File: config.mk
export PLATFORM = sky130hd
export DESIGN_NAME = ntlv_level_cell
export DESIGN_NICKNAME = d
export VERILOG_FILES = /design/src/rtl/ntlv_pkg.sv /design/src/rtl/ntlv_level_cell.sv
export SDC_FILE = /design/constraint.sdc
export NUM_CORES = 1
export LEC_CHECK = 0
export BUFFER_PORTS_ARGS = -buffer_cell sky130_fd_sc_hd__buf_2
export CORE_AREA = 10 10 67 69
export DETAILED_ROUTE_END_ITERATION = 8
export DIE_AREA = 0 0 77 79
export GPL_TIMING_DRIVEN = 0
export PLACE_DENSITY = 0.8
export SETUP_SLACK_MARGIN = 0.2
export SLEW_MARGIN = 20
export SYNTH_ARGS = -nofsm -noshare
export SYNTH_HDL_FRONTEND = slang
export SYNTH_SLANG_ARGS = --single-unit
File: constraint.sdc
create_clock -name clk -period 4.94 [get_ports clk]
set_input_delay 0.988 -clock clk [delete_from_list [all_inputs] [get_ports clk]]
set_output_delay 0.988 -clock clk [all_outputs]
set_load 0.01 [all_outputs]
File: src/rtl/ntlv_pkg.sv
// ----------------------------------------------------------------------------
// ntlv_pkg
// Shared types and constants for the nested TLV stream parser: the level cell
// command and status groups and the result record carried to the output.
// ----------------------------------------------------------------------------
package ntlv_pkg;

  // width of a level byte count and of a record body length
  localparam int LVL_W = 24;

  // command broadcast to every level cell for one transfer
  typedef struct packed {
    logic             flush;      // new file: close all levels before this byte
    logic             top_we;     // write top level count
    logic [LVL_W-1:0] top_wdata;
    logic             push;       // open a new level above the top
    logic [LVL_W-1:0] push_data;
    logic             done;       // record ended: close exhausted levels
  } level_cmd_t;

  // status a level cell shows to its neighbors and to the controller
  typedef struct packed {
    logic             open;       // level open (after flush)
    logic             survive;    // this or a higher level stays open after close
    logic [LVL_W-1:0] top_val;    // count when this cell is the top, else zero
  } level_stat_t;

  // one result item
  typedef struct packed {
    logic [2:0]       role;
    logic [7:0]       rtype;
    logic [LVL_W-1:0] rlen;
    logic [3:0]       depth;
    logic [15:0]      obj;
    logic [7:0]       pay;
    logic             last;
    logic             ann;
    logic [1:0]       status;
  } res_t;

endpackage

File: src/rtl/ntlv_level_cell.sv
// ----------------------------------------------------------------------------
// ntlv_level_cell
// One nesting level: holds the bytes left in that level and an open bit.
// Finds from its neighbors whether it is the top or the next free slot.
// ----------------------------------------------------------------------------
module ntlv_level_cell (
  input  logic                 clk,
  input  logic                 rst,
  input  ntlv_pkg::level_cmd_t cmd,
  input  logic                 open_above,
  input  logic                 open_below,
  input  logic                 survive_above,
  output ntlv_pkg::level_stat_t stat
);
  import ntlv_pkg::*;

  logic             open_q;
  logic [LVL_W-1:0] val_q;
  logic             open_eff;
  logic             is_top;
  logic             is_slot;
  logic [LVL_W-1:0] val_next;
  logic             open_new;
  logic             survive;

  always_comb begin
    open_eff = open_q && !cmd.flush;
    is_top   = open_eff && !open_above;
    is_slot  = !open_eff && open_below;
    val_next = val_q;
    open_new = open_eff;
    if (is_top && cmd.top_we) begin
      val_next = cmd.top_wdata;
    end
    if (is_slot && cmd.push) begin
      val_next = cmd.push_data;
      open_new = 1'b1;
    end
    // a level stays open if it or any level above it still has bytes left
    survive = (open_new && (val_next != '0)) || survive_above;
  end

  assign stat.open    = open_eff;
  assign stat.survive = survive;
  assign stat.top_val = is_top ? val_q : '0;

  always_ff @(posedge clk) begin
    if (rst) begin
      open_q <= 1'b0;
    end else if (cmd.done) begin
      open_q <= survive;
    end else begin
      open_q <= open_new;
    end
  end

  always_ff @(posedge clk) begin
    val_q <= val_next;
  end

endmodule

==> Word-level counts from Yosys, hierarchy flattened <==
Index checks and enable logic that the tools add are counted.
{ "classes": {"muxes": 5, "n_reduce_logical": 11} }
{ "op_table": {"columns": ["cell", "count"], "rows": [
  ["2-to-1 mux 24 bit", 3],
  ["nonzero test 24 bit", 1],
  ["logical AND 1 bit", 6],
  ["zero test 1 bit", 3],
  ["2-to-1 mux 1 bit", 2],
  ["logical OR 1 bit", 1]
]} }
{ "word_totals": {"ff_bits": 25, "in_bits": 57, "output_inout_bits": 26, "wordCells": 18} }

==> Logic depth before layout (Yosys ltp) <==
{ "logic_depth": {"word_depth": 10, "mapped_depth": 8, "mapped_depth_nobuf": 6} }

==> Worst setup path before layout <==
Ideal clock, no wire load.
{ "synth_path": {"kind": "input port to output port", "startpoint": "input port cmd[51] (netlist bit)", "endpoint": "output port stat[24] (netlist bit)", "slack_ps": 1623, "t_arrival_ps": 2329, "required_time_ps": 3952, "cell_stages": 7, "path_buffers": 2, "path_cell_list": "nor4bb_4 -> buf_6 -> mux2_4 -> mux2_4 -> nor2_2 -> a31oi_1 -> buf_4"} }
{ "synth_between": {"elab_chain_cells": 9, "word_cells_on_any_way": 13, "cone_classes": "3 x mux; 10 x reduce/logical"} }
{ "synth_lines": {"columns": ["item", "line", "source"], "rows": [
  ["from (decl)", "ntlv_level_cell.sv:9", "input ntlv_pkg::level_cmd_t cmd,"],
  ["zero test 1 bit (*)", "ntlv_level_cell.sv:27", "open_eff = open_q && !cmd.flush;"],
  ["logical AND 1 bit (*)", "ntlv_level_cell.sv:27", null],
  ["logical AND 1 bit / zero test 1 bit (equally long branches)", "ntlv_level_cell.sv:28, ntlv_level_cell.sv:29", null],
  ["logical AND 1 bit (on tied branches)", "ntlv_level_cell.sv:32, ntlv_level_cell.sv:29", null],
  ["2-to-1 mux 24 bit / logical AND 1 bit (equally long branches)", "ntlv_level_cell.sv:32, ntlv_level_cell.sv:35", null],
  ["2-to-1 mux 24 bit (*)", "ntlv_level_cell.sv:35", "if (is_slot && cmd.push) begin"],
  ["net val_next[18]", "ntlv_level_cell.sv:22", "logic [LVL_W-1:0] val_next;"],
  ["nonzero test 24 bit (*)", "ntlv_level_cell.sv:40", "survive = (open_new && (val_next != '0)) || survive_above;"],
  ["logical AND 1 bit (*)", "ntlv_level_cell.sv:40", null],
  ["logical OR 1 bit (*)", "ntlv_level_cell.sv:40", null],
  ["to (decl)", "ntlv_level_cell.sv:13", "output ntlv_pkg::level_stat_t stat"]
]} }
Mark *: on every way through the listed nets, which the timed path passes. The rest lies on a longest branch.

==> Worst setup path in the final report <==
Ends and elaborated chain as after synthesis.

==> results_dict.tcl <==
set metrics [dict create \
    syn_avg_cell_area_sq_um 8.43 \
    numPortBuffers 82 \
    grt_pass1_vias 1576 \
    worstSetupStartpointType "input pin" \
    grt_pass1_wl_um 7370 \
    layout-drive-gt1-share_pct 40.0 \
    yosysTopAreaCell "dfxtp_1" \
    hold_buffers 0 \
    dr.pass1.iters 4 \
    finalNetCount 318 \
    syn_to_final_growth_pct 33.7 \
    outcome "completed" \
    detail_route.iter0.violations 62 \
    synth_seq_area_share_pct 34.1 \
    p_sw_w 0.000139 \
    die_h_um 79 \
    finalCritPeriodShare_pct 74.1 \
    cts_setup_buffers 0 \
    cts-htree-levels 1 \
    clockBufferDepth 2 \
    clk_pin_slew_ps 130 \
    hold_viol 0 \
    fin_setup_tns_ps 0 \
    track_usage_pct 14.3 \
    gp_congestion 0.837 \
    worstSetupPathType "input pin to output pin" \
    drv_cap 0 \
    grt_max_degree 14 \
    synthArstFlopShare_pct 0 \
    period_minus_slack_ps 3660 \
    route.detailed.drc 0 \
    fin_hold_ws_ps 563 \
    synth-seq-cells 25 \
    routed_wl_um 4780 \
    worstMarginPinSlew_ps 432 \
    cp_max_fo 10 \
    viasPerCell 5.09 \
    cts_tree "done" \
    cp.required_ps 3950 \
    final_cell_count_no_fill 306 \
    synth_cell_types 26 \
    clockPowerShare_pct 20.1 \
    endpoint_kind "output pin" \
    ys_warn_count 0 \
    synth_top_area_share_pct 34.1 \
    synthTopCellsByArea "dfxtp_1 34%, mux2i_1 15%, and2_1 10%, o21ai_0 7.5%, nand2_1 7.2%" \
    initial_core_util_pct 45.4 \
    finalSetupViolCount 0 \
    core_region_area_sq_um 3230 \
    p_leak_nw 0.910 \
    internal-power_w 0.000328 \
    dp_cells 302 \
    diodes 0 \
    synth_nets 231 \
    wl_per_cell_um 15.6 \
    die_x_um 77 \
    num_vias 1559 \
    antenna_found_initial 0 \
    rsz0062_at_grt "no" \
    dpl.hpwl_um 3940 \
    synth_edf_count 0 \
    overflow 0 \
    clock_sinks 25 \
    ant_nets 0 \
    placementRows 21 \
    dieArea_sq_um 6080 \
    power_frac_seq_pct 55.5 \
    critical_path.cell_chain "buf_2 -> nor4bb_4 -> buf_6 -> mux2_4 -> mux2_4 -> nor2_2 -> a31oi_1 -> buf_4 -> buf_2" \
    worst_path_max_delay_cell "mux2_4" \
    cts_resized 0 \
    worstPathArrival_ps 2670 \
    slew_violations 0 \
    ff2ff_setup_slack_ps 3210 \
    cts_root_buffer "clkbuf_4" \
    ir_drop_mv 0.138 \
    slew_headroom_pct 71.2 \
    min_path_type "flip-flop to flip-flop" \
    syn_area_sq_um 1470 \
    yosys_most_used_dff "dfxtp_1" \
    cpPeakStageDelay_ps 310 \
    netSwitchingFraction_pct 29.8 \
    fin_skew_ps 2.27 \
    finalPower_w 0.000467 \
    p_comb_share_pct 24.4 \
    ios 83 \
    fin_util_pct 60.7 \
    fmax_mhz 273 \
    cts_made_buffers 3 \
    cellPowerDensity_nw_per_um2 238 \
    synth_cells 174 \
    clk-insertion-delay-late_ps 330 \
]
==> worst max-delay path: cells and delay by family <==
kind / cells / cell delay (ps)
AO/OA/AOI/OAI: 1 / 90
buffers and inverters: 4 / 590
multiplexers: 2 / 590
AND/OR/NAND/NOR: 2 / 410
==> layout make-up <==
cell class,count,area (sq um)
Fill cell,311,1270
Multi-Input combinational cell,135,887
Sequential cell,25,500
Timing Repair Buffer,82,410
Buffer,12,72.6
Tap cell,46,57.6
Clock buffer,4,26.3
Inverter,2,7.51
==> routing by layer <==
layer	vias to the layer above	part of all wire, %	GRT usage, %
li1	793	-	-
met1	704	42	16.7
met5	-	0	0
met3	7	7.7	3.83
met2	55	49	25.3
met4	0	1.4	4.01
==> registers in the layout, summed over array words and instances (netlist names) <==
signal	flops
val_q	24
open_q	1
==> logic make-up (layout without fill, tap and decap cells) <==
family                 count (synthesis)  in the layout  share of synthesized area (%)
AND/OR/NAND/NOR                       81             81                           31.3
AO/OA/AOI/OAI                         28             28                           10.3
multiplexers                          26             26                           18.8
flip-flops                            25             25                           34.1
buffers and inverters                 14            100                           5.46
==> per-stage QoR <==
step | setup slack, ps | area, sq um
after global placement | 1300 | 1940
final | 1280 | 1960
after floorplan | 1620 | 1470
after global routing | 1220 | 1960
after CTS | 1280 | 1960
after detailed placement | 1290 | 1940
==> Yosys cell counts (all sizes together) (2+ instances only) <==
master and number:
a31oi 4, and2 24, buf 9, clkbuf 3, dfxtp 25, inv 2, mux2 4, mux2i 22
nand2 28, nand4 2, nor2 4, nor4 15, o21ai 22, or4 3
==> power by group through the flow <==
| stage | Sequential (W) | Combinational [W] | Clock (W) |
|---|---|---|---|
| after floorplan | 0.000257 | 0.0000677 | 0 |
| after global placement | 0.000263 | 0.000111 | 0 |
| after detailed placement | 0.000264 | 0.000114 | 0 |
| after CTS | 0.000259 | 0.000114 | 0.0000925 |
| after global routing | 0.000264 | 0.000127 | 0.000101 |
| final | 0.000259 | 0.000114 | 0.0000939 |
==> cells in the final DEF (no fill, tap or decap), types with 2 or more instances in the layout <==
master / count
a31oi_1: 4
and2_1: 24
buf_2: 86
buf_4: 4
clkbuf_1: 4
clkbuf_4: 3
dfxtp_1: 25
mux2_4: 3
mux2i_1: 22
nand2_1: 28
nand4_1: 2
nor2_1: 2
nor2_2: 2
nor4_1: 15
o21ai_0: 22
or4_1: 3
==> final timing paths <==
| check | from | end | cells after the start |
|---|---|---|---|
| setup reg to reg | open_q$_SDFF_PP0_ | open_q$_SDFF_PP0_ | 6 |
| hold reg to reg | val_q[23]$_DFF_P_ | val_q[23]$_DFF_P_ | 2 |
| hold / removal | val_q[23]$_DFF_P_ | val_q[23]$_DFF_P_ | 2 |
| setup / recovery | cmd[51] | stat[24] | 9 |
Power figures use the tool's default switching activity.
