$ cat src/rtl/ntlv_pkg.sv
// ----------------------------------------------------------------------------
// ntlv_pkg
// Shared types and constants for the nested TLV stream parser: the level cell
// command and status groups and the result record carried to the output.
// ----------------------------------------------------------------------------
package ntlv_pkg;

  // width of a level byte count and of a record body length
  localparam int LVL_W = 24;

  // command broadcast to every level cell for one transfer
  typedef struct packed {
    logic             flush;      // new file: close all levels before this byte
    logic             top_we;     // write top level count
    logic [LVL_W-1:0] top_wdata;
    logic             push;       // open a new level above the top
    logic [LVL_W-1:0] push_data;
    logic             done;       // record ended: close exhausted levels
  } level_cmd_t;

  // status a level cell shows to its neighbors and to the controller
  typedef struct packed {
    logic             open;       // level open (after flush)
    logic             survive;    // this or a higher level stays open after close
    logic [LVL_W-1:0] top_val;    // count when this cell is the top, else zero
  } level_stat_t;

  // one result item
  typedef struct packed {
    logic [2:0]       role;
    logic [7:0]       rtype;
    logic [LVL_W-1:0] rlen;
    logic [3:0]       depth;
    logic [15:0]      obj;
    logic [7:0]       pay;
    logic             last;
    logic             ann;
    logic [1:0]       status;
  } res_t;

endpackage

$ cat src/rtl/ntlv_out_skid.sv
// ----------------------------------------------------------------------------
// ntlv_out_skid
// Output register with one skid entry for the result stream.
// ----------------------------------------------------------------------------
module ntlv_out_skid (
  input  logic           clk,
  input  logic           rst,
  input  logic           in_valid,
  output logic           in_ready,
  input  ntlv_pkg::res_t in_res,
  output logic           out_valid,
  input  logic           out_ready,
  output ntlv_pkg::res_t out_res
);
  import ntlv_pkg::*;

  logic skid_valid;
  res_t skid_res;
  logic accept;

  assign in_ready = !skid_valid;
  assign accept   = in_valid && in_ready;

  always_ff @(posedge clk) begin
    if (rst) begin
      out_valid  <= 1'b0;
      skid_valid <= 1'b0;
    end else if (!out_valid || out_ready) begin
      if (skid_valid) begin
        out_valid  <= 1'b1;
        skid_valid <= 1'b0;
      end else begin
        out_valid <= accept;
      end
    end else if (accept) begin
      skid_valid <= 1'b1;
    end
  end

  always_ff @(posedge clk) begin
    if (!out_valid || out_ready) begin
      if (skid_valid) begin
        out_res <= skid_res;
      end else if (accept) begin
        out_res <= in_res;
      end
    end else if (accept) begin
      skid_res <= in_res;
    end
  end

endmodule

$ cat config.mk
export PLATFORM = sky130hd
export DESIGN_NAME = ntlv_out_skid
export DESIGN_NICKNAME = d
export VERILOG_FILES = /design/src/rtl/ntlv_pkg.sv /design/src/rtl/ntlv_out_skid.sv
export SDC_FILE = /design/constraint.sdc
export NUM_CORES = 1
export LEC_CHECK = 0
export ABC_AREA = 1
export BUFFER_PORTS_ARGS = -buffer_cell sky130_fd_sc_hd__buf_2
export CAP_MARGIN = 20
export CORE_UTILIZATION = 40
export DETAILED_ROUTE_END_ITERATION = 10
export REMOVE_ABC_BUFFERS = 1
export SLEW_MARGIN = 0
export SYNTH_ARGS = -nofsm -noshare
export SYNTH_HDL_FRONTEND = slang
export SYNTH_SLANG_ARGS = --single-unit
$ cat constraint.sdc
create_clock -name clk -period 12.3 [get_ports clk]
set_clock_uncertainty 0.2 [all_clocks]
set_input_delay 2.46 -clock clk [delete_from_list [all_inputs] [get_ports clk]]
set_output_delay 2.46 -clock clk [all_outputs]
set_load 0.03 [all_outputs]
==> Yosys cells after proc, flatten, opt, wreduce, memory -nomap -nowiden <==
Index checks and enable logic that the tools add are counted.
{ "word_totals": {"inputBits": 71, "register_bits": 136} }
{ "classes": {"mux": 3, "bitwise": 1, "reduce_logical": 8} }
{ "op_table": {"columns": ["cell", "n"], "rows": [
  ["2-to-1 mux 67 bit", 2],
  ["AND reduction 2 bit", 2],
  ["logical NOT 1 bit", 2],
  ["nonzero test 2 bit", 1],
  ["OR reduction 2 bit", 1],
  ["logical AND 1 bit", 1],
  ["logical OR 1 bit", 1],
  ["2-to-1 mux 1 bit", 1],
  ["inverter 1 bit", 1]
]} }

==> Longest topological paths before layout <==
{ "depth": {"ltp_word": 4, "mapped_depth": 6} }

==> Least setup slack after synthesis <==
OpenSTA, ideal clock, no wires.
{ "synth_timing": {"kind": "in2reg", "start": "input out_ready", "end": "register out_res[0] (netlist name), enable pin", "required_ns": 11.586, "arrival_time_ns": 5.787, "setup_slack_ns": 5.799, "path_buffers": 0, "setup_time_ns": 0.514, "stages": 2, "cell_sequence": "inv_1 a21oi_1"} }
{ "synth_via": {"elab_chain_cells": 2} }
{ "synth_rtl": {"columns": ["item", "line_no", "rtl"], "rows": [
  ["from (decl)", "ntlv_out_skid.sv:12", "input logic out_ready,"],
  ["logical OR 1 bit", "ntlv_out_skid.sv:41", "if (!out_valid || out_ready) begin"],
  ["AND reduction 2 bit (no source line)", null, null],
  ["to (signal assigned)", "ntlv_out_skid.sv:43", "out_res <= skid_res;"],
  ["to (signal assigned)", "ntlv_out_skid.sv:45", "out_res <= in_res;"],
  ["to (decl)", "ntlv_out_skid.sv:13", "output ntlv_pkg::res_t out_res"]
]} }
No other way between the ends.
A chain may end at the register's enable or synchronous reset.

==> Final worst setup path <==
{ "layout_timing": {"start": "register skid_valid", "end": "output in_ready"} }
{ "layout_via": {"elab_chain_cells": 1} }
{ "layout_rtl": {"columns": ["item", "line_no", "rtl"], "rows": [
  ["from (decl)", "ntlv_out_skid.sv:17", "logic skid_valid;"],
  ["from (signal assigned)", "ntlv_out_skid.sv:27", "skid_valid <= 1'b0;"],
  ["from (signal assigned)", "ntlv_out_skid.sv:31", "skid_valid <= 1'b0;"],
  ["from (signal assigned)", "ntlv_out_skid.sv:36", "skid_valid <= 1'b1;"],
  ["logical NOT 1 bit", "ntlv_out_skid.sv:21", "assign in_ready = !skid_valid;"],
  ["to (decl)", "ntlv_out_skid.sv:9", "output logic in_ready,"]
]} }
No other way between the ends.

==> impl_table.tex <==
\begin{tabular}{lr}
\hline
Metric & Value \\
\hline
\multicolumn{2}{l}{\textbf{Outcome}} \\
\quad Run status & complete, no violations \\
\multicolumn{2}{l}{\textbf{Final layout}} \\
\quad Layout fillers & 1,031 \\
\quad Count of inserted antenna diode cells & 0 \\
\quad Fin cells & 688 \\
\quad Area grow syn2layout & 27.2\% \\
\quad Post-layout nets & 581 \\
\quad Layout cell share with drive strength beyond 1 & 32.3\% \\
\multicolumn{2}{l}{\textbf{Placed design}} \\
\quad DP HPWL & 5370 um \\
\quad Global placement routability congestion & 0.717 \\
\quad Port buffer count & 139 \\
\quad Number of cells in the design after placement & 658 \\
\quad Worst slack at placement & 8.08 ns \\
\multicolumn{2}{l}{\textbf{Global route}} \\
\quad Maximum number of pins on one net before global-route repair & 71 \\
\quad Total grt overflow & 0 \\
\quad Antenna violations before repair & 1 \\
\quad Number of global-route vias before repair & 2,834 \\
\quad Wire length of the first global-routing pass & 14,200 um \\
\quad Global Route Usage Sum & 15.1\% \\
\multicolumn{2}{l}{\textbf{Synth}} \\
\quad Async set or reset register ratio after synthesis & 0\% \\
\quad Top cell type by total area after synthesis & sky130\_fd\_sc\_hd\_\_edfxtp\_1 \\
\quad Synthesized instance count & 363 \\
\quad Predominant post-synthesis flop cell & sky130\_fd\_sc\_hd\_\_edfxtp\_1 \\
\quad Post-synthesis average cell area & 13.7 um\^{}2 \\
\quad Number of enable flip-flop cells after synthesis & 134 \\
\quad Largest cells by area after synthesis & sky130\_fd\_sc\_hd\_\_edfxtp\_1 (81\%), sky130\_fd\_sc\_hd\_\_nand2\_1 (15\%), sky130\_fd\_sc\_hd\_\_buf\_2 (0.91\%) \\
\quad Proportion of synthesized chip area in sequential cells & 82.0\% \\
\quad Share of the synthesized area in the top cell type & 81.2\% \\
\quad Synthesis Warnings & 0 \\
\quad Top-count cell post-synth & sky130\_fd\_sc\_hd\_\_nand2\_1 \\
\quad Register bit total from synthesis & 136 \\
\quad Combined area of all synthesized cells & 0.00496 mm\^{}2 \\
\quad Most used standard cells in the synthesized netlist & sky130\_fd\_sc\_hd\_\_nand2\_1 (202), sky130\_fd\_sc\_hd\_\_edfxtp\_1 (134), sky130\_fd\_sc\_hd\_\_buf\_2 (9) \\
\quad Distinct cell type count after synthesis & 13 \\
\multicolumn{2}{l}{\textbf{Timing}} \\
\quad Worst Max-Slew Pin Slew & 0.864 ns \\
\quad Unrepaired setup endpoints after global routing & false \\
\quad Maximum operating frequency & 235 MHz \\
\quad Final Slew Violations & 0 \\
\quad Final setup fails & 0 \\
\quad Final Worst Setup Slack & 8.04 ns \\
\quad Hold Slack & 0.313 ns \\
\quad Final-layout setup total negative slack & 0 ns \\
\quad Fin crit period & 4.26 ns \\
\quad Post-route clock period utilization & 34.6\% \\
\quad Final number of hold-violating endpoints & 0 \\
\quad Remaining max-slew budget at the tightest pin & 42.4\% \\
\multicolumn{2}{l}{\textbf{Die}} \\
\quad Core outline area & 0.0121 mm\^{}2 \\
\quad DIE HEIGHT & 113 um \\
\quad Starting Density & 41.1\% \\
\quad Number of rows created at floorplan & 40 \\
\quad I/O Pins & 140 \\
\quad Die Area & 0.0128 mm\^{}2 \\
\quad Die Width & 113 um \\
\multicolumn{2}{l}{\textbf{Route}} \\
\quad Count of routing violations after the opening detailed-route iteration & 203 \\
\quad Total length of routed wires & 8980 um \\
\quad Total number of vias & 2,993 \\
\quad Routed length per instance & 13.1 um \\
\quad Number of routed nets with antenna violations & 0 \\
\quad Detailed-routing iteration count for the pre-antenna-repair pass & 4 \\
\quad \# DRC & 0 \\
\quad Post-DR vias/cell & 4.35 \\
\multicolumn{2}{l}{\textbf{Setup path}} \\
\quad Data arrival at the endpoint of the critical path & 1.60 ns \\
\quad Delay of the slowest critical-path stage & 0.34 ns \\
\quad Worst path top cell family by delay & buffers and inverters \\
\quad Data required time of the worst path & 9.64 ns \\
\quad Crit path max fanout & 44 \\
\quad Worst setup path category & reg2out \\
\quad Critical path, cell by cell & inv\_2, buf\_12, buf\_2 \\
\quad Crit path capture type & output pin \\
\quad Critical path startpoint & skid\_valid \\
\quad Launch point of the worst reg-to-reg path & skid\_valid \\
\quad Critical path buffer and inverter count & 3 \\
\quad Critical path launch point type & register \\
\quad Critical R2R Capture & out\_res[38] \\
\quad Cell depth of the worst flop-to-flop path & 4 \\
\quad Cell with the largest stage delay on the worst path & sky130\_fd\_sc\_hd\_\_inv\_2 \\
\quad Number of cells on the critical path & 3 \\
\quad Capturing element of the worst setup path & in\_ready \\
\quad Setup slack of the most critical reg-to-reg path & 9.74 ns \\
\multicolumn{2}{l}{\textbf{Power}} \\
\quad Pleak & 2.68 nW \\
\quad Total power divided by cell area & 167 mW/mm\^{}2 \\
\quad VDD IR-drop max & 0.0667 mV \\
\multicolumn{2}{l}{\textbf{Clocking}} \\
\quad Clock tree sinks & 136 \\
\quad Source-to-sink clock delay at the later pin of the worst-skew pair & 0.41 ns \\
\quad Quantity of hold-fixing buffers added after cts & 0 \\
\quad Clock buffers created by TritonCTS & 17 \\
\quad Max Buffers Root-to-Sink & 2 \\
\quad TritonCTS clock tree & yes \\
\quad Post-cts gate resize count & 0 \\
\quad CTS Root Cell & sky130\_fd\_sc\_hd\_\_clkbuf\_16 \\
\quad Clk slew on worst S/H paths & 0.05 ns \\
\quad Post-CTS setup buffer count & 0 \\
\quad Maximum level of the CTS H-tree & 4 \\
\multicolumn{2}{l}{\textbf{Flow run}} \\
\quad Max-cap check violation count & 0 \\
\multicolumn{2}{l}{\textbf{Worst hold path}} \\
\quad Worst min-delay path category & reg2reg \\
\hline
\end{tabular}
## metrics by stage
stage	power, W	area, um^2	utilization [%]
2_1_floorplan	0.000610	4860	-
3_3_place_gp	0.000643	5810	48.2
3_5_place_dp	0.000645	5810	48.2
4_1_cts	0.00106	6290	52.1
5_1_grt	0.00109	6310	52.3
6_report	0.00105	6310	52.3
## area by class of cell
class / instances / area, um^2 / area share, %
Clock inverter: 8 / 35.0 / 0.555
Tap cell: 168 / 210 / 3.33
Clock buffer: 21 / 440 / 6.98
Sequential cell: 136 / 4070 / 64.4
Timing Repair Buffer: 143 / 738 / 11.7
Multi-Input combinational cell: 209 / 808 / 12.8
Inverter: 3 / 11.3 / 0.179
## layer usage
| layer | routed length (um) | share of wire, % | vias to the layer above | track usage (%) |
|---|---|---|---|---|
| met3 | 653 | 7.3 | 17 | 6.64 |
| met4 | 150 | 1.7 | 2 | 7.11 |
| met2 | 4160 | 46 | 101 | 22.9 |
| li1 | - | - | 1522 | - |
| met5 | 10 | 0.11 | - | 0 |
| met1 | 4000 | 45 | 1351 | 18.6 |
## placed cells by master, fill, tap and decap left out
| cell type | netlist | routed |
|---|---|---|
| sky130_fd_sc_hd__nor2_4 | 0 | 1 |
| sky130_fd_sc_hd__clkinv_1 | 0 | 4 |
| sky130_fd_sc_hd__clkbuf_16 | 0 | 17 |
| sky130_fd_sc_hd__edfxtp_1 | 134 | 134 |
| sky130_fd_sc_hd__o21ai_0 | 1 | 1 |
| sky130_fd_sc_hd__buf_2 | 9 | 139 |
| sky130_fd_sc_hd__dfxtp_1 | 2 | 1 |
| sky130_fd_sc_hd__clkinv_2 | 0 | 4 |
| sky130_fd_sc_hd__a21oi_4 | 0 | 1 |
| sky130_fd_sc_hd__buf_4 | 1 | 3 |
| sky130_fd_sc_hd__nand2_1 | 202 | 202 |
| sky130_fd_sc_hd__inv_2 | 1 | 1 |
| sky130_fd_sc_hd__nand3_1 | 2 | 2 |
| sky130_fd_sc_hd__clkbuf_1 | 2 | 4 |
| sky130_fd_sc_hd__dfxtp_2 | 0 | 1 |
| sky130_fd_sc_hd__inv_1 | 2 | 2 |
| sky130_fd_sc_hd__buf_12 | 0 | 1 |
| sky130_fd_sc_hd__nor2_1 | 3 | 2 |
## where the power goes
part           switching, W   total, W  internal (W)  leakage, nW
Clock              0.000168   0.000416      0.000249        0.236
Combinational     0.0000650  0.0000905     0.0000255         1.17
Sequential       0.00000588   0.000544      0.000538         1.28
Total              0.000238    0.00105      0.000812         2.68
## worst register-to-register path: stages, from the launching register on
cell	delay (ns)
sky130_fd_sc_hd__dfxtp_2	0.33
sky130_fd_sc_hd__buf_4	0.58
sky130_fd_sc_hd__nor2_1	0.22
sky130_fd_sc_hd__a21oi_4	0.14
sky130_fd_sc_hd__buf_4	0.69
## cell families (layout without fill, tap and decap cells)
group,count (synthesis),after routing,share of synthesized area [%]
and+or+nand+nor,207,207,15.7
DFF,136,136,82.0
buffers and inverters,18,175,2.12
AOI/OAI and AO/OA,2,2,0.202
## flip-flops by register name (all words and copies together), names as in the netlist
| register | count |
|---|---|
| out_res | 67 |
| skid_valid | 1 |
| out_valid | 1 |
| skid_res | 67 |
## worst min path at each step
stage                       from  depth (start not counted)           to  slack (ns)
global route        skid_res[54]                          2  out_res[54]        0.33
CTS                 skid_res[34]                          2  out_res[34]        0.31
floorplan            skid_res[0]                          2   out_res[0]        0.29
finish              skid_res[40]                          2  out_res[40]        0.31
global placement     skid_res[4]                          2   out_res[4]        0.30
detailed placement  skid_res[24]                          2  out_res[24]        0.30
Power figures use the tool's default switching activity.
